<file path="config.mk">
export PLATFORM = sky130hd
export DESIGN_NAME = whc_div
export DESIGN_NICKNAME = d
export VERILOG_FILES = /design/src/design/whc_div.sv
export SDC_FILE = /design/constraint.sdc
export NUM_CORES = 1
export LEC_CHECK = 0
export BUFFER_PORTS_ARGS = -buffer_cell sky130_fd_sc_hd__clkbuf_2
export CAP_MARGIN = 20
export CORE_MARGIN = 2
export CORE_UTILIZATION = 58
export CTS_BUF_LIST = sky130_fd_sc_hd__clkbuf_8 sky130_fd_sc_hd__clkbuf_16
export DETAILED_ROUTE_END_ITERATION = 7
export PLACE_DENSITY = 0.81
export SLEW_MARGIN = 25
export SYNTH_ARGS = -nofsm -noshare
export SYNTH_HDL_FRONTEND = slang
export SYNTH_SLANG_ARGS = --single-unit
</file>
<file path="constraint.sdc">
create_clock -name clk -period 16.9 [get_ports clk]
set_input_delay 2.535 -clock clk [delete_from_list [all_inputs] [get_ports clk]]
set_output_delay 2.535 -clock clk [all_outputs]
set_load 0.01 [all_outputs]
</file>
<file path="src/design/whc_div.sv">
// 128/128 restoring divider, one quotient bit per cycle.
module whc_div (
  input  logic         clk,
  input  logic         rst,
  input  logic         start,
  input  logic [127:0] n,
  input  logic [127:0] d,
  output logic [127:0] q,
  output logic         done
);

  logic [127:0] rem;
  logic [127:0] dr;
  logic [6:0]   cnt;
  logic         busy;
  logic [128:0] r2;
  logic [128:0] diff;
  logic         ge;

  always_comb begin
    r2   = {rem, q[127]};
    diff = r2 - {1'b0, dr};
    ge   = !diff[128];
  end

  always_ff @(posedge clk) begin
    if (rst) begin
      busy <= 1'b0;
      done <= 1'b0;
      cnt  <= 7'd0;
    end else begin
      done <= 1'b0;
      if (start) begin
        q    <= n;
        dr   <= d;
        rem  <= 128'd0;
        cnt  <= 7'd0;
        busy <= 1'b1;
      end else if (busy) begin
        rem <= ge ? diff[127:0] : r2[127:0];
        q   <= {q[126:0], ge};
        cnt <= cnt + 7'd1;
        if (cnt == 7'd127) begin
          busy <= 1'b0;
          done <= 1'b1;
        end
      end
    end
  end

endmodule

</file>
Word-level counts from Yosys, hierarchy flattened
Cells that the tools add are included.
{"block": "word_totals", "inputBits": 259, "regBits": 393, "out_inout_bits": 129}
{"block": "op_classes", "addsub": 2, "eq_ne": 1, "n_bitwise": 2, "muxes": 8, "reduce_logical": 6}
{"cell": "$mux W128", "count": 4}
{"cell": "$sub A129 B128 Y129", "count": 1}
{"cell": "$add A7 B1 Y7 const B", "count": 1}
{"cell": "$eq A7 B7 Y1 const B", "count": 1}
{"cell": "$mux W1", "count": 4}
{"cell": "$reduce_and A2 Y1", "count": 2}
{"cell": "$reduce_or A3 Y1", "count": 1}
{"cell": "$not A1 Y1", "count": 2}
{"cell": "$reduce_bool A2 Y1", "count": 1}
{"cell": "$reduce_or A2 Y1", "count": 1}
{"cell": "$logic_not A1 Y1", "count": 1}

Longest topological paths before layout
{"block": "depth", "word_depth": 4, "ltp_mapped": 17, "ltp_nobuf": 15}

Least setup slack after synthesis
Ideal clock, no wire load.
{"block": "synth_path", "path_kind": "input-to-reg", "startpoint": "input start", "endpoint": "register busy", "path_buffers": 2, "t_arrival_ps": 14680, "path_stages": 5, "setup_time_ps": 104, "t_required_ps": 16796, "slack_ps": 2117, "path_cell_list": "clkbuf_1 -> clkbuf_1 -> nor2_1 -> nor2_1 -> o31a_1"}
{"block": "synth_via", "elab_chain_cells": 1}
{"item": "start, declared", "line": "5", "text": "input logic start,"}
{"item": "$mux W1", "line": "33", "text": "if (start) begin"}
{"item": "end signal, assigned", "line": "28", "text": "busy <= 1'b0;"}
{"item": "end signal, assigned", "line": "38", "text": "busy <= 1'b1;"}
{"item": "end signal, assigned", "line": "44", "text": "busy <= 1'b0;"}
{"item": "end, declared", "line": "15", "text": "logic busy;"}
Every way passes these cells.
A chain may end at the register's enable or synchronous reset.

Worst setup path after layout
{"block": "layout_path", "startpoint": "register q[127]", "endpoint": "register rem[97], data pin"}
{"block": "layout_via", "elab_chain_cells": 3}
{"item": "start, declared", "line": "8", "text": "output logic [127:0] q,"}
{"item": "start signal, assigned", "line": "34", "text": "q <= n;"}
{"item": "start signal, assigned", "line": "41", "text": "q <= {q[126:0], ge};"}
{"item": "$sub A129 B128 Y129", "line": "22", "text": "diff = r2 - {1'b0, dr};"}
{"item": "$mux W128", "line": "40", "text": "rem <= ge ? diff[127:0] : r2[127:0];"}
{"item": "$mux W128", "line": "39", "text": "end else if (busy) begin"}
{"item": "end signal, assigned", "line": "40"}
{"item": "end, declared", "line": "12", "text": "logic [127:0] rem;"}
Every way passes these cells. The select of a mux whose other input is x is not followed.

==> results by group <==
Run status
  – Outcome: finished clean

Floorplan
  – Rows: 75
  – Die area: 43800 um^2
  – Die Span X: 209 um
  – Die H: 209 um
  – Core region area: 41800 um^2
  – Initial Utilization: 58.5%
  – # IOs: 388

Global route
  – Largest net degree at the start of global routing: 110
  – All-Layer GR Usage: 32.0%
  – Initial antenna violation count: 2
  – Grt ovf: 0
  – First-pass GRT wire length: 110 mm
  – Number of global-route vias before repair: 20000

CTS
  – Post-CTS Hold Fix Bufs: 0
  – Htree depth: 2
  – Clock Root Buffer: clkbuf_16
  – CTS tree: yes
  – Worst-path clk slew: 0.06 ns
  – CTS sink count: 393
  – Post-cts gate resize count: 0
  – Clock latency on the worst-skew pair: 0.59 ns
  – CTS Buf Count: 43
  – Clk buf depth: 3
  – Setup Fix Bufs, Post-CTS: 0

STA
  – Hold slack: 0.508 ns
  – Fmax: 0.189 GHz
  – Setup_tns: 0 ns
  – Period minus WS final: 5.29 ns
  – Worst slew margin: 28.9%
  – RSZ-0062 raised after global routing: false
  – Max Slew Vio Count: 0
  – Period utilization: 31.3%
  – Slew @ Worst Pin: 1.06 ns
  – Layout Skew: 0.0207 ns
  – Setup Viol. Count Final: 0
  – Hold Fails Final Rpt: 0

Synthesis
  – Synth Area per Inst: 9.92 um^2
  – Seq cells post-synth: 393
  – Async S/R FF share, synth: 0%
  – Synthesized cell area: 24400 um^2
  – Ys Warns: 0
  – Main flop type after synthesis: edfxtp_1
  – Post-synth EDFFs: 384
  – Post-Syn Instances: 2462
  – Syn Nets: 2851
  – Synth cell types: 83
  – Register area share after synthesis: 48.0%

Layout
  – Most frequent cells in the layout: clkbuf_2 (386), edfxtp_1 (384), a21oi_1 (314)
  – Non-Filler Instances: 3354
  – Final Util: 67.3%
  – Layout cells sized above 1: 22.5%
  – Area Overhead vs Synth: 15.1%
  – Most common cell after layout, fill and taps aside: clkbuf_2
  – Layout net count: 3168

Setup path
  – Reg2Reg Depth: 15
  – CP Data Arrival Time: 5.58 ns
  – Crit end category: flip-flop
  – Register-to-register setup slack: 11.61 ns
  – CP required: 17.19 ns
  – FF-to-FF Start: q[127]
  – Kind of critical path: flip-flop to flip-flop
  – Crit Reg-Reg Endpoint: rem[97]
  – Startpoint Class: flip-flop
  – CP Max Fanout: 49

Run
  – Max_cap viols: 0

Power and ir drop
  – Maximum vdd drop: 0.0815 mV
  – Pwr dens: 112 nW/um^2
  – Total power: 0.00316 W
  – Leak: 11.7 nW

Placement
  – Inst Count DP: 3273
  – HPWL after DPL: 53.3 mm
  – Port Buf Inserts: 387
  – RD Place Congestion: 0.986

Drt
  – Via count: 20500
  – Final ANT Viol Nets: 0
  – Wire length per cell: 21.3 um
  – Vias per cell: 6.11
  – Pre-Repair DR Iteration Count: 6
  – First DRT Iteration DRCs: 1953
  – DRC: 0
  – Final WL: 71.4 mm

Worst hold path
  – Worst Hold Class: flip-flop to flip-flop
  – Worst Hold Path EP: cnt[6]
  – Hold depth: 2
  – HP Start: cnt[6]
## routing by layer
metal,wire [um],GRT usage [%],share of wire (%)
met5,0,0,0
met1,28800,41.9,40
met3,5960,5.76,8.4
met4,3380,15.1,4.7
met2,33200,52.0,47
## synth_stat cells (all sizes together) (14+ instances only)
cell type / count / area (um^2)
edfxtp: 384 / 11500
a21oi: 314 / 1570
nand2: 293 / 1100
nor2: 202 / 758
inv: 172 / 646
ha: 129 / 1610
mux2: 129 / 1450
o21ai: 120 / 601
clkbuf: 85 / 319
nand4: 74 / 463
a21o: 62 / 465
xnor2: 59 / 517
xor2: 56 / 490
o21bai: 49 / 372
buf: 42 / 224
nor3: 34 / 181
nand3: 24 / 120
a211oi: 17 / 190
o21a: 15 / 113
a31oi: 14 / 87.6
## worst max-delay path by stage
stage | startpoint | end | slack, ns
CTS | start | rem[85] | 11.54
finish | q[127] | rem[97] | 11.61
global route | q[127] | rem[87] | 11.46
detailed placement | start | rem[73] | 10.97
global placement | start | rem[69] | 10.55
floorplan | start | busy | 2.12
## worst max-delay path: stages (launching register included)
cell       delay [ns]
edfxtp_1         0.37
inv_1            0.06
ha_1             0.23
fa_1             0.40
nor2b_1          0.21
o2111ai_1        0.19
a21oi_1          0.40
o2111a_1         0.29
o2111ai_1        0.13
nand3_1          0.29
a31o_2           0.35
a211oi_4         0.11
or3_4            0.67
buf_16           0.30
nand2b_1         0.73
o21ai_0          0.24
## kinds of logic after synthesis
| group | share of synthesized area [%] |
|---|---|
| XOR/XNOR | 4.12 |
| multiplexers | 6.07 |
| flip-flops | 48.0 |
| buffers and inverters | 4.87 |
| AO/OA/AOI/OAI | 17.2 |
| adder cells (fa/ha/maj) | 6.69 |
| AND/OR/NAND/NOR | 13.1 |
## layout make-up
type                       instances  area, um^2
tap                              539         674
fill                            3228       13600
inverter                         172         646
antenna                            2        5.00
clock inverter                    36         382
clock buffer                      43        1080
sequential                       393       11700
timing repair buffer             399        2080
multi-input combinational       1770       11500
## sequential cells by signal, indices dropped and copies added (netlist names)
signal and cells:
dr 128, q 128, rem 128, cnt 7
busy 1, done 1
## where the power goes
part           internal [W]  leakage (nW)  switching, W
clock network      0.000576         0.733      0.000408
registers           0.00118          3.75     0.0000449
logic              0.000352          7.24      0.000591
total               0.00211          11.7       0.00104
## per-stage QoR
| stage | cell area [um^2] | setup WS (ns) |
|---|---|---|
| floorplan | 24400 | 2.12 |
| global placement | 26600 | 10.55 |
| detailed placement | 26600 | 10.97 |
| CTS | 28100 | 11.54 |
| global route | 28100 | 11.46 |
| finish | 28100 | 11.61 |
Note: power is estimated with default switching activity, not from simulation.
