<file path="src/design/whc_pkg.sv">
package whc_pkg;

  localparam int WEIGHT_FRAC = 15;
  localparam int IN_W        = 224;
  localparam int OUT_W       = 208;

  function automatic logic [63:0] mag64(input logic [63:0] a);
    return a[63] ? (~a + 64'd1) : a;
  endfunction

  // magnitude + sign to signed 64, saturating
  function automatic logic signed [63:0] sat_mag(input logic [127:0] m, input logic neg);
    logic [63:0] v;
    v = neg ? (~m[63:0] + 64'd1) : m[63:0];
    if (m[127:63] != 65'd0) begin
      v = neg ? {1'b1, 63'd0} : {1'b0, {63{1'b1}}};
    end
    return $signed(v);
  endfunction

  function automatic logic signed [63:0] sat_add(input logic signed [63:0] a,
                                                 input logic signed [63:0] b);
    logic signed [64:0] s;
    s = {a[63], a} + {b[63], b};
    if (s[64] != s[63]) begin
      return s[64] ? {1'b1, 63'd0} : {1'b0, {63{1'b1}}};
    end
    return s[63:0];
  endfunction

  function automatic logic [31:0] sat32(input logic signed [63:0] v);
    if (v > 64'sd2147483647) begin
      return 32'h7FFF_FFFF;
    end
    if (v < -64'sd2147483648) begin
      return 32'h8000_0000;
    end
    return v[31:0];
  endfunction

endpackage

</file>
<file path="src/design/whc_mul.sv">
// 64x64 magnitude multiplier, one 32x32 partial product per cycle.
module whc_mul (
  input  logic               clk,
  input  logic               rst,
  input  logic               start,
  input  logic signed [63:0] a,
  input  logic signed [63:0] b,
  output logic [127:0]       prod,
  output logic               neg,
  output logic               done
);

  logic [63:0]  ma;
  logic [63:0]  mb;
  logic [1:0]   cnt;
  logic         busy;
  logic [31:0]  opa;
  logic [31:0]  opb;
  logic [63:0]  pp;
  logic [127:0] pp_sh;

  always_comb begin
    opa = cnt[1] ? ma[63:32] : ma[31:0];
    opb = cnt[0] ? mb[63:32] : mb[31:0];
    pp  = opa * opb;
    case (cnt)
      2'd0:    pp_sh = {64'd0, pp};
      2'd3:    pp_sh = {pp, 64'd0};
      default: pp_sh = {32'd0, pp, 32'd0};
    endcase
  end

  always_ff @(posedge clk) begin
    if (rst) begin
      busy <= 1'b0;
      done <= 1'b0;
      cnt  <= 2'd0;
    end else begin
      done <= 1'b0;
      if (start) begin
        ma   <= whc_pkg::mag64(a);
        mb   <= whc_pkg::mag64(b);
        neg  <= a[63] ^ b[63];
        prod <= 128'd0;
        cnt  <= 2'd0;
        busy <= 1'b1;
      end else if (busy) begin
        prod <= prod + pp_sh;
        cnt  <= cnt + 2'd1;
        if (cnt == 2'd3) begin
          busy <= 1'b0;
          done <= 1'b1;
        end
      end
    end
  end

endmodule

</file>
<file path="config.mk">
export PLATFORM = sky130hd
export DESIGN_NAME = whc_mul
export DESIGN_NICKNAME = d
export VERILOG_FILES = /design/src/design/whc_pkg.sv /design/src/design/whc_mul.sv
export SDC_FILE = /design/constraint.sdc
export NUM_CORES = 2
export LEC_CHECK = 0
export BUFFER_PORTS_ARGS = -buffer_cell sky130_fd_sc_hd__buf_2
export CAP_MARGIN = 10
export CORE_UTILIZATION = 50
export CTS_CLUSTER_DIAMETER = 100
export DETAILED_ROUTE_END_ITERATION = 8
export GPL_TIMING_DRIVEN = 1
export MAX_ROUTING_LAYER = met4
export PLACE_DENSITY = 0.65
export SETUP_SLACK_MARGIN = 0.15
export SLEW_MARGIN = 20
export SYNTH_ARGS = -nofsm -noshare
export SYNTH_HDL_FRONTEND = slang
export SYNTH_SLANG_ARGS = --single-unit
</file>
<file path="constraint.sdc">
create_clock -name clk -period 21.3 [get_ports clk]
set_input_delay 1.065 -clock clk [delete_from_list [all_inputs] [get_ports clk]]
set_output_delay 1.065 -clock clk [all_outputs]
set_load 0.03 [all_outputs]
</file>
# Word level (Yosys, flattened, before mapping)

Cells that the tools add are included.

Bits in registers: 261
Input bits: 131
Word-level logic and storage cells: 36

Add/subtract/negate cells: 4
$mul: 1
Eq/ne operators: 1
Muxes and demuxes: 10
Bitwise logic cells: 5
Reduce and logical (&&, ||, !) cells: 6

Operators by type and width:

| cell                  | number |
|---|---|
| $pmux 128 s2          | 1 |
| $add 128x128->128     | 1 |
| $add 64x1->64 const B | 2 |
| $mux 128              | 1 |
| $not 64->64           | 2 |
| $mux 63               | 2 |
| $mul 32x32->64        | 1 |
| $mux 32               | 2 |
| $mux 1                | 4 |
| $reduce_and 2->1      | 2 |
| $reduce_or 3->1       | 1 |
| $add 2x1->2 const B   | 1 |
| $eq 2x2->1 const B    | 1 |
| $logic_not 2->1       | 1 |
| $not 1->1             | 2 |
| $reduce_bool 2->1     | 1 |
| $reduce_or 2->1       | 1 |
| $xor 1x1->1           | 1 |

# Longest topological paths before layout

Word-level depth: 5
Gate-level depth with buffers: 44
Mapped depth without buffers: 40

# Worst setup path after synthesis

Ideal clock, no wire load.

Path kind: register -> register
Start point: register cnt[0]
End point: register prod[117] (data pin)
Arrival time: 10635 ps
Required time: 21040 ps
Setup slack: 10405 ps
Cell stages (with the launch flop): 39
Period minus slack after synthesis: 10895 ps
Cells stage by stage: dfxtp_1 -> clkbuf_1 -> buf_1 -> mux2i_1 -> clkbuf_1 -> nor2_1 -> fa_1 -> fa_1 -> fa_1 -> inv_1 -> fa_1 -> inv_1 -> fa_1 -> fa_1 -> fa_1 -> fa_1 -> ha_1 -> clkbuf_1 -> [... 3 more ...] -> nor3_1 -> o21a_1 -> and3_1 -> o21a_1 -> o21ai_0 -> xor2_1 -> a22o_1 -> ha_1 -> a21o_1 -> a21o_1 -> a21oi_1 -> o32ai_1 -> a211oi_1 -> o221ai_1 -> a21oi_1 -> o21ai_0 -> a21boi_0 -> mux2_2

Longest elaborated chain between the ends: 5
Elaborated cells between the ends (all ways): 7

Ends and longest elaborated chain:

| item                     | RTL line      | RTL |
|---|---|---|
| start: declaration       | whc_mul.sv:15 | `logic [1:0] cnt;` |
| start signal: assignment | whc_mul.sv:49 | `cnt <= cnt + 2'd1;` |
| $mux 32                  | whc_mul.sv:24 | `opb = cnt[0] ? mb[63:32] : mb[31:0];` |
| $mul 32x32->64           | whc_mul.sv:25 | `pp = opa * opb;` |
| $pmux 128 s2 *           | whc_mul.sv:26 | `case (cnt)` |
| $add 128x128->128 *      | whc_mul.sv:48 | `prod <= prod + pp_sh;` |
| $mux 128 *               | whc_mul.sv:47 | `end else if (busy) begin` |
| end signal: assignment   | whc_mul.sv:48 |  |
| end: declaration         | whc_mul.sv:8  | `output logic [127:0] prod,` |

Mark *: on every way between the ends. The rest lies on a longest branch, timed or not. The select of a mux whose other input is x is not followed.
A chain may end at the register's enable or synchronous reset.

# Final worst setup path

Start point: register cnt[1]
End point: register prod[102] (data pin)

Longest elaborated chain between the ends: 5
Elaborated cells between the ends (all ways): 7

Ends and longest elaborated chain:

| item                | RTL line      | RTL |
|---|---|---|
| $mux 32             | whc_mul.sv:23 | `opa = cnt[1] ? ma[63:32] : ma[31:0];` |
| $mul 32x32->64      | whc_mul.sv:25 |  |
| $pmux 128 s2 *      | whc_mul.sv:26 |  |
| $add 128x128->128 * | whc_mul.sv:48 |  |
| $mux 128 *          | whc_mul.sv:47 |  |

Marks and branches as above.

==> results by group <==
STA
  – Final Hold Vio Count: 0
  – Unrepaired setup endpoints after global routing: no
  – Peak Freq: 72.8 MHz
  – Period utilization: 64.5%
  – Final setup viols: 0
  – Max_slew headroom: 15.6%
  – Pins Over Slew Limit: 0
  – Period minus WS final: 13.74 ns
  – Setup TNS: 0 ns
  – Clock skew: 0.0404 ns
  – Worst Tran Pin Value: 1.26 ns

Cells and area
  – P&R area growth vs syn: 7.56%
  – Share of layout cells above drive strength 1: 8.78%
  – Register area: 7800 sq um
  – Total Nets Final: 7627
  – Fill cells: 9979
  – Multi-input logic area: 41900 sq um
  – Final non-filler cell total: 7637

CTS
  – TritonCTS clock tree: yes
  – Post-CTS sizing: 0
  – Clock Tree Buf Depth: 3
  – Worst skew pair latency: 0.62 ns
  – Hold Buf Count CTS: 0
  – Post-CTS setup buffer count: 0
  – Clk pin slew, worst setup/hold paths: 0.07 ns
  – Root buf cell: clkbuf_16
  – CTS buffer count: 35
  – CTS Sinks: 261
  – H-tree lvl count: 2

Hold path
  – Hold endpoint: done
  – Hold path depth: 2
  – HP Start: busy
  – Hold/Removal Path Class: reg2reg

Die
  – Die height: 330 um
  – Core area: 107000 sq um
  – Initial Util: 50.4%
  – I/O pin total: 261
  – Rows: 120
  – Die Width: 330 um
  – DIE AREA: 109000 sq um

Yosys
  – Mapped cell area: 53900 sq um
  – Synth Instances: 6111
  – Top-area cell type share of the netlist area: 33.3%
  – Unique cell type count in the Yosys netlist: 73
  – Most common cell in the netlist: inv_1
  – Synth area leaders: fa_1 (33%), edfxtp_1 (14%), ha_1 (9.3%), inv_1 (6.4%), nor2_1 (6.0%)
  – Post-synth EDFFs: 257
  – Syn_nets: 7540
  – Dominant cell type by area after synthesis: fa_1
  – Main synth FF type: edfxtp_1
  – Avg Cell Area, Syn: 8.83 sq um
  – Share of synthesized registers carrying an async set or reset: 0%
  – Post-synth top cells: inv_1 (916), fa_1 (897), nor2_1 (856)
  – Flop and latch count out of synthesis: 261
  – Synth warn: 0
  – Post-synthesis sequential area ratio: 14.5%

Setup path
  – Critical path startpoint category: flip-flop
  – Critical path class: reg2reg
  – CP max FO: 45
  – Slowest cell on crit path: mux2i_4
  – R2R depth: 34
  – Worst endpoint required time: 21.64 ns
  – Critical Path End Type: flip-flop
  – Most frequent CP cell: fa_1
  – Worst r2r src: cnt[1]
  – Max stage delay on crit path: 0.91 ns
  – Flop2flop setup slack: 7.56 ns
  – Worst r2r dst: prod[102]
  – Worst endpoint data arrival time: 14.08 ns

Global route
  – First-pass GRT wire length: 299000 um
  – Initial antenna violation count: 15
  – Vias in the first global route: 45500
  – Tot GR Track Use: 38.7%
  – Top Usage Layer GRT: met2
  – Largest net degree at the start of global routing: 69
  – Met1 usage: 52.2%
  – GRT Residual Overflow: 0
  – Met2 Usage GRT: 57.2%
  – GR met3 Demand/Resource: 8.77%

Routing
  – Initial drt markers: 4629
  – Vias post-DR: 46000
  – DRC violations left: 0
  – Via/cell ratio: 6.03
  – Antenna violation net count after detailed routing: 0
  – DRT Pass-1 Iters: 6
  – DRT Wirelength: 204000 um
  – Per-cell routed wire length: 26.7 um

Placed design
  – GPL Wtd Cong: 1.01
  – Port Buffer Count: 260
  – DP Cell Count: 7564
  – Hpwl dp: 168000 um

Flow run
  – MaxCap Viol Count: 0

Run status
  – Status: completed
-- cell type report --
type | count | area share (%)
well taps | 1403 | 3.03
diodes | 13 | 0.0561
inverters | 916 | 5.93
clock buffers | 38 | 1.53
flip-flops and latches | 261 | 13.5
multi-input cells | 4643 | 72.2
clock inverters | 22 | 0.472
repair buffers | 341 | 3.30
-- cell families after synthesis --
family	share of synthesized area (%)
simple gates	15.6
fa+ha+maj	42.6
xor+xnor	4.82
flops	14.5
compound gates	11.5
buf+inv	8.40
mux	2.62
-- flip-flops by register name, summed over array words and instances (netlist names) --
name,cells
cnt,2
ma,64
busy,1
mb,64
neg,1
done,1
prod,128
-- metrics by stage --
step           hold WS [ns]  area, sq um  utilization [%]  setup WS, ns
2_1_floorplan         0.465        53900                -         10.41
3_3_place_gp          0.533        56800             53.1          7.93
3_5_place_dp          0.539        56800             53.1          7.96
4_1_cts               0.548        58000             54.2          7.94
5_1_grt               0.574        58000             54.2          7.20
6_report              0.552        58000             54.2          7.56
-- worst max-delay path: cells and delay by family (launching register included) --
kind / cells / cell delay [ns]
fa+ha+maj: 10 / 4.94
compound gates: 11 / 4.12
simple gates: 7 / 1.58
mux: 2 / 1.21
buf+inv: 3 / 0.84
flops: 1 / 0.56
xor+xnor: 1 / 0.17
-- layout by cell type (no fill, tap or decap), types with 197 or more instances in the layout --
cell type,Yosys,layout
a21oi_1,266,266
buf_2,0,259
edfxtp_1,257,257
fa_1,897,897
ha_1,401,400
inv_1,916,916
nand2_1,670,670
nor2_1,856,854
o21ai_0,197,197
xnor2_1,226,226
-- layer usage --
metal | vias to the layer above | wire length (um)
met5 | - | 0
li1 | 20000 | -
met4 | 0 | 8830
met1 | 23300 | 84000
met3 | 409 | 21000
met2 | 2377 | 89700
-- worst max-delay path by stage --
stage / start / end / slack [ns] / cells past startpoint
floorplan: cnt[0] / prod[117] / 10.41 / 38
global route: cnt[1] / prod[102] / 7.20 / 34
global placement: cnt[1] / prod[102] / 7.93 / 34
finish: cnt[1] / prod[102] / 7.56 / 34
detailed placement: cnt[1] / prod[102] / 7.96 / 34
CTS: cnt[1] / prod[102] / 7.94 / 34
Power is left out: the tool's default activity adds up to more than one toggle a clock period on the data nets, which glitch-free logic cannot reach.
