==> config.mk <==
export PLATFORM = sky130hd
export DESIGN_NAME = whc_sqrt
export DESIGN_NICKNAME = d
export VERILOG_FILES = /design/src/design/whc_sqrt.sv
export SDC_FILE = /design/constraint.sdc
export NUM_CORES = 1
export LEC_CHECK = 0
export BUFFER_PORTS_ARGS = -buffer_cell sky130_fd_sc_hd__buf_4
export CELL_PAD_IN_SITES_DETAIL_PLACEMENT = 1
export CELL_PAD_IN_SITES_GLOBAL_PLACEMENT = 1
export CORE_MARGIN = 2
export CORE_UTILIZATION = 48
export DETAILED_ROUTE_END_ITERATION = 16
export GPL_TIMING_DRIVEN = 1
export HOLD_SLACK_MARGIN = 0.05
export PLACE_DENSITY_LB_ADDON = 0.1
export SYNTH_ARGS = -nofsm -noshare
export SYNTH_HDL_FRONTEND = slang
export SYNTH_SLANG_ARGS = --single-unit
==> constraint.sdc <==
create_clock -name clk -period 16.05 [get_ports clk]
set_clock_uncertainty 0.2 [all_clocks]
set_input_delay 3.21 -clock clk [delete_from_list [all_inputs] [get_ports clk]]
set_output_delay 3.21 -clock clk [all_outputs]
set_load 0.01 [all_outputs]
==> src/design/whc_sqrt.sv <==
// 64-bit integer square root, one result bit per cycle.
module whc_sqrt (
  input  logic        clk,
  input  logic        rst,
  input  logic        start,
  input  logic [63:0] v,
  output logic [31:0] root,
  output logic        done
);

  logic [63:0] rem;
  logic [63:0] res;
  logic [63:0] bitv;
  logic        busy;
  logic [63:0] trial;
  logic        ge;

  always_comb begin
    trial = res + bitv;
    ge    = rem >= trial;
    root  = res[31:0];
  end

  always_ff @(posedge clk) begin
    if (rst) begin
      busy <= 1'b0;
      done <= 1'b0;
    end else begin
      done <= 1'b0;
      if (start) begin
        rem  <= v;
        res  <= 64'd0;
        bitv <= {2'b01, 62'd0};
        busy <= 1'b1;
      end else if (busy) begin
        if (ge) begin
          rem <= rem - trial;
          res <= (res >> 1) + bitv;
        end else begin
          res <= res >> 1;
        end
        bitv <= bitv >> 2;
        if (bitv[0]) begin
          busy <= 1'b0;
          done <= 1'b1;
        end
      end
    end
  end

endmodule

Yosys cells after proc, flatten, opt, wreduce, memory -nomap -nowiden --
Cells that the tools add are included.
Cells by class: add/sub/neg operators 3, bitwise operators 2, equality and inequality tests 0, muxes and demuxes 10, multipliers 0, order comparisons 1, shift-type cells 0, reduce and logical (&&, ||, !) cells 5, divide/modulo/power cells 0
Operators by type and width (count):
- $mux 64 | 5
- $add 63x63->64 | 1
- $add 64x63->64 | 1
- $ge 64x64->1 | 1
- $sub 64x64->64 | 1
- $mux 63 | 1
- $mux 1 | 4
- $reduce_bool 2->1 | 2
- $reduce_and 3->1 | 1
- $reduce_or 3->1 | 1
- $not 1->1 | 2
- $reduce_and 2->1 | 1
Word-level totals: bits of input ports 67, output and inout bits 33, memories kept 0, flip-flop bits (word level) 162, bits in read-only memories 0, bits in latches 0, RAM bits 0, word-level logic and storage cells 26

Logic depth before layout (Yosys ltp) --
Gate-level depths: netlist of the first run.
depth in word-level cells 5, mapped depth 25, mapped depth without buffers 21

Worst setup path before layout of the first run --
Ideal clock, no wire load.
kind in2reg, start in start, end reg rem[0] (enable), arrival 12751 ps, cell stages on the path 5, required time 15267 ps, path slack 2516 ps, setup time 583 ps, path buffers 2, cells stage by stage clkbuf_1 buf_1 nor2_1 nor2_1 a21boi_0
On the way: longest elaborated chain between the ends 2, elaborated cells between the ends (all ways) 3, those cells by class reduce/logical: 3
RTL lines:
- start, declared | RTL line 5 | input logic start,
- $reduce_bool 2->1 (no line)
- $reduce_and 3->1 (no line) (*)
- end signal, assigned | RTL line 31 | rem <= v;
- end signal, assigned | RTL line 37 | rem <= rem - trial;
- end, declared | RTL line 11 | logic [63:0] rem;
Mark *: on every way between the ends. The rest lies on a longest branch, timed or not. A chain may end at the register's enable or synchronous reset.

Final worst setup path of the first run --
start reg res[2], end reg rem[55] (enable)
On the way: longest elaborated chain between the ends 4
RTL lines:
- start, declared | RTL line 12 | logic [63:0] res;
- start signal, assigned | RTL line 38 | res <= (res >> 1) + bitv;
- start signal, assigned | RTL line 40 | res <= res >> 1;
- $add 64x63->64 | RTL line 19 | trial = res + bitv;
- $ge 64x64->1 | RTL line 20 | ge = rem >= trial;
- $reduce_bool 2->1 (no line)
- $reduce_and 3->1 (no line)
Every way passes these cells.

==> results of run 1 <==
[worst register-to-register path, delay by kind of cell (launching register included)]
family	cells	cell delay [ps]
adders and majority gates	2	980
AOI/OAI and AO/OA	8	2120
and+or+nand+nor	5	1340
buffers and inverters	3	1330
DFF	1	490
xor gates and xnor gates	1	200
[cells in the mapped netlist (all sizes together), types with 9 or more instances]
cell type,instances,area (um2)
or3,18,112.6
nand2,206,773.2
and4,9,78.83
o211ai,13,102.6
xor2,90,788.3
clkbuf,68,255.2
nand2b,15,93.84
and3,13,81.33
o21bai,48,360.4
a31o,11,96.34
nor2,172,650.6
xnor2,69,604.3
a21o,45,337.8
a211oi,42,410.4
buf,47,342.8
and2,17,106.4
o21a,24,181.4
a21oi,119,606.8
nor2b,47,294.0
inv,40,150.1
nor3,42,210.2
a31oi,59,369.1
o31ai,11,82.58
o21ai,161,805.8
nand4,48,300.3
nand3,39,195.2
ha,130,1627
edfxtp,160,4805
nor4,10,62.56
[through the flow]
| step | cells | util |
|---|---|---|
| after floorplan | 1887 | - |
| after global placement | 2323 | 0.5137 |
| after detailed placement | 2323 | 0.5137 |
| after CTS | 2355 | 0.5324 |
| after global routing | 2355 | 0.5324 |
| final | 2355 | 0.5324 |
[layout make-up]
cell class,instances,area (um2)
fillers,3852,15250
multi-input cells,1570,10390
flip-flops and latches,162,4845
repair buffers,109,822.0
well taps,442,553.0
clock buffers,18,429.2
clock inverters,14,180.2
inverters,40,150.1
[metal layers]
layer | global-route usage | up-vias | wire length (um)
met5 | 0 | - | 0
li1 | - | 7043 | -
met4 | 0.1406 | 0 | 2441
met2 | 0.5413 | 378 | 26460
met1 | 0.3592 | 7377 | 22070
met3 | 0.03856 | 130 | 1963
[power breakdown]
group | internal [uW] | leakage (uW) | switching, uW | total [uW]
combinational | 345 | 0.00473 | 568 | 912
clock | 248 | 0.000292 | 200 | 448
sequential | 535 | 0.00155 | 52.3 | 588
[sequential cells by signal, summed over array words and instances (netlist names)]
register,flops
bitv,32
busy,1
done,1
rem,64
res,64
[layout by cell type, fill, tap and decap left out, types with 19 or more instances in the layout]
master / instances
o21bai_1: 48
ha_1: 130
a21o_1: 45
a31oi_1: 59
nand4_1: 48
a21oi_1: 118
edfxtp_1: 160
xor2_1: 90
inv_1: 39
nand2_1: 206
a211oi_1: 23
xnor2_1: 69
nor2b_1: 47
a211oi_2: 19
buf_4: 108
nor3_1: 42
o21ai_0: 156
o21a_1: 23
nor2_1: 169
nand3_1: 39
[cell families (layout without fill, tap and decap cells)]
group / count (synthesis) / in the layout / share of synthesized area
AOI/OAI and AO/OA: 617 / 617 / 0.2597
xor gates and xnor gates: 159 / 159 / 0.08725
adders and majority gates: 131 / 131 / 0.1032
buffers and inverters: 155 / 181 / 0.04688
DFF: 162 / 162 / 0.3035
muxes: 5 / 5 / 0.003449
and+or+nand+nor: 658 / 658 / 0.1960
[worst paths after layout]
path,depth (start not counted),start,endpoint,slack [ps]
worst max-delay path,19,res[2],rem[55],8930
worst min register to register,1,busy,done,300
worst min-delay path,1,busy,done,300
worst max register to register,19,res[2],rem[55],8930
==> out/results.tsv, run 1 <==
stage	metric	value	unit
critical_path	cpLargestDelayFamily	compound AO/OA/AOI/OAI gates	
critical_path	max_stage_delay	670	ps
clock_network	post-cts-setup-buffers	0	
timing	fin_crit_sh	0.4439	
synth	syn_nets	2085	
global_route	grt_max_degree	83	
clock_network	htree_levels	4	
route	drt_wl_total	52.93	mm
synth	synth_area_per_cell	8.458	um2
power_and_ir_drop	pwr_density_cell	112.2	nW/um2
floorplan	die_w	186.3	um
timing	whs	296.9	ps
critical_path	cp.required	15930	ps
clock_network	cts_root_buf	clkbuf_16	
finish	nets	2098	
route	drt_iter0_drc	853	
clock_network	clock_latency	460	ps
synth	synth_edf_count	160	
floorplan	die_height	186.3	um
worst_hold_path	hp-class	register to register	
global_route	grt_pass1_vias	15680	
critical_path	cpMaxStageDelayCell	buf_4	
critical_path	critical_path_buf_inv_count	3	
synth	ys_async_sr_fraction	0	
place	dp_worst_setup_slack	9011	ps
floorplan	core.rowCount	66	
place	dpl_cell_area	16760	um2
timing	finalHoldViolations	0	
power_and_ir_drop	p_leak	0.006575	uW
timing	drv_slew	0	
floorplan	ioPinCount	100	
timing	rsz0062_at_grt	false	
clock_network	cts_tree	yes	
critical_path	path_cells	ha_1 > a31o_2 > a31oi_1 > nor4b_1 > o21ai_0 > a21oi_1 > o211ai_1 > o31ai_1 > xnor2_1 > ha_1 > nand2_1 > nor3_1 > nand4_1 > a2111oi_4 > buf_4 > nor2_2 > buf_4 > a21boi_4 > buf_4	
floorplan	start_util	0.4893	
clock_network	cts_num_sinks	162	
finish	n_antenna_cell	0	
global_route	overflow	0	
synth	synthFlopType	edfxtp_1	
synth	yosysSeqAreaShare	0.3035	
timing	finalSetupViolCount	0	
clock_network	clk_path_buf_depth	2	
clock_network	postCtsResizedCells	0	
global_route	antenna_found_initial	0	
power_and_ir_drop	power	1948	uW
synth	netlist_instances	1887	
clock_network	cts_hold_buffers	0	
synth	synth_cell_types	83	
power_and_ir_drop	ir_drop	0.07796	mV
timing	setup_slack	8925	ps
place	place_congestion	0.9159	
place	hpwl	40.19	mm
route	drtAntennaViolNets	0	
route	vias	14930	
global_route	grt_pass1_wl	84.36	mm
route	wire_per_inst	22.48	um
clock_network	path_clk_slew	70	ps
synth	synth_warnings	0	
timing	fmax	140.4	MHz
route	drc	0	
synth	ys_ff_latch	162	
run_status	run_status	finished clean	
timing	tightest_slew	967.1	ps
route	firstDrtPassIters	8	
finish	drive_gt1_frac	0.1004	
timing	min_period	7125	ps
timing	finalSetupTns	0	ps
floorplan	dieArea	34720	um2
clock_network	cts_buffers	17	
finish	final_area	17370	um2
critical_path	cp-end-kind	register	
global_route	grt_usage	0.3021	
timing	relSlewSlack	0.3514	
critical_path	path_class	register to register	
critical_path	critPathMostFrequentCell	buf_4	
flow_run	maxCapViolations	0	
critical_path	cp-start-kind	register	
route	via_per_inst	6.339	
critical_path	cp_data_arrival_time	7010	ps
finish	syn_to_final_growth	8.804	%
critical_path	worstPathMaxFanout	64	
place	portBuffers	99	
floorplan	core	32620	um2
synth	syn-cell-area	15960	um2
Power figures use the tool's default switching activity.
==> run 2: changes to the inputs <==
clock period = 7.05 ns   (was 16.05 ns; I/O delays follow)
==> out/results.tsv, run 2 (same netlist as run 1, synthesis figures left out) <==
stage	metric	value	unit
critical_path	max_stage_delay	550	ps
critical_path	path_cells	ha_1 > nand3_1 > or3_1 > nor4b_1 > or3_1 > o31a_1 > o2111ai_2 > a21oi_2 > nor2_2 > a311oi_1 > ha_1 > inv_1 > o21bai_1 > a21oi_1 > o21ai_0 > a221o_1 > a221o_1 > or2_2 > buf_4 > a211oi_1 > a31o_2	
critical_path	cp.required	7180	ps
place	hpwl	40.56	mm
timing	min_period	6632	ps
route	drtAntennaViolNets	0	
finish	largestRegisters	rem (64), res (64), bitv (32)	
clock_network	clk_path_buf_depth	2	
timing	rsz0062_at_grt	false	
clock_network	path_clk_slew	80	ps
worst_hold_path	whs_path_depth	1	
floorplan	core	32620	um2
finish	final_common_cell	nand2_1	
route	via_per_inst	6.285	
finish	drive_gt1_frac	0.1163	
flow_run	maxCapViolations	0	
floorplan	start_util	0.4893	
place	place_congestion	0.9280	
power_and_ir_drop	pwr_density_cell	252.6	nW/um2
clock_network	cts_num_sinks	162	
timing	whs	284.8	ps
finish	nets	2111	
critical_path	cp-end-kind	register	
clock_network	cts_hold_buffers	0	
global_route	grt_pass1_wl	84.26	mm
finish	final_cell_mix	nand2_1, nor2_1, edfxtp_1, o21ai_0, ha_1	
finish	seqCellArea	4845	um2
floorplan	core.rowCount	66	
finish	multi_input_area	10500	um2
route	vias	14880	
timing	finalHoldViolations	0	
run_status	run_status	finished clean	
clock_network	post-cts-setup-buffers	0	
route	drt_iter0_drc	798	
critical_path	cp_data_arrival_time	6770	ps
route	drt_wl_total	52.85	mm
clock_network	clock_latency	460	ps
critical_path	critical_path_buf_inv_count	2	
critical_path	r2r_cells	21	
clock_network	cts_buffers	17	
timing	finalSetupViolCount	0	
floorplan	ioPinCount	100	
finish	nFillCells	3865	
route	firstDrtPassIters	5	
global_route	grt_usage	0.3028	
power_and_ir_drop	ir_drop	0.1820	mV
place	portBuffers	99	
clock_network	cts_root_buf	clkbuf_16	
global_route	grt_max_degree	71	
clock_network	postCtsResizedCells	0	
critical_path	crit_cells	21	
power_and_ir_drop	p_leak	0.006674	uW
floorplan	die_height	186.3	um
timing	drv_slew	0	
clock_network	htree_levels	4	
clock_network	cts_tree	yes	
timing	fmax	150.8	MHz
finish	syn_to_final_growth	10.36	%
finish	n_antenna_cell	0	
critical_path	worstPathMaxFanout	15	
critical_path	cpLargestDelayFamily	compound AO/OA/AOI/OAI gates	
global_route	antenna_found_initial	0	
timing	fin_crit_sh	0.9407	
floorplan	die_w	186.3	um
critical_path	path_class	register to register	
route	wire_per_inst	22.32	um
global_route	grt_pass1_vias	15240	
worst_hold_path	hp-class	register to register	
floorplan	dieArea	34720	um2
route	drc	0	
critical_path	cpMaxStageDelayCell	edfxtp_1	
timing	tightest_slew	990.6	ps
global_route	overflow	0	
critical_path	cp-start-kind	register	
timing	relSlewSlack	0.3352	
timing	finalSetupTns	0	ps
run 2: changes by cell type in the layout (fill, tap and decap cells not counted), sizes merged:
cell      delta
inv          +4
buf         +13
bufinv       -2
clkbuf       -1
clkinvlp     -1
run 2: worst paths after layout:
kind           start       to  slack [ps]
min             busy     done         280
max reg2reg  res[24]  res[55]         420
min reg2reg     busy     done         280
max          res[24]  res[55]         420
run 2: per-layer routing:
| layer | part of all wire | wire (um) | GRT usage |
|---|---|---|---|
| met1 | 0.42 | 22060 | 0.3672 |
| met2 | 0.51 | 26910 | 0.5419 |
| met3 | 0.032 | 1693 | 0.02765 |
| met4 | 0.041 | 2191 | 0.1418 |
| met5 | 0 | 0 | 0 |
run 2: final cells by class:
cell class	count	share of cell area
multi-input cells	1570	0.5961
clock inverters	15	0.01044
flip-flops and latches	162	0.2751
well taps	442	0.03140
inverters	40	0.008525
repair buffers	122	0.05434
clock buffers	17	0.02415
run 2: stage by stage:
step / util / std cells / worst slack (ps) / area, um2 / power (uW)
final: 0.5400 / 2368 / 418.0 / 17610 / 4449
after global routing: 0.5400 / 2368 / 86.71 / 17610 / 4724
after CTS: 0.5400 / 2368 / 523.5 / 17610 / 4455
after detailed placement: 0.5213 / 2336 / 584.0 / 17000 / 3440
after global placement: 0.5213 / 2336 / 629.2 / 17000 / 3382
after floorplan: - / 1887 / -2581 / 16100 / 2877
run 2: power by group:
part | total [uW] | switching, uW | internal, uW
logic | 2120 | 1310 | 813
registers | 1330 | 110 | 1220
clock network | 1000 | 491 | 512
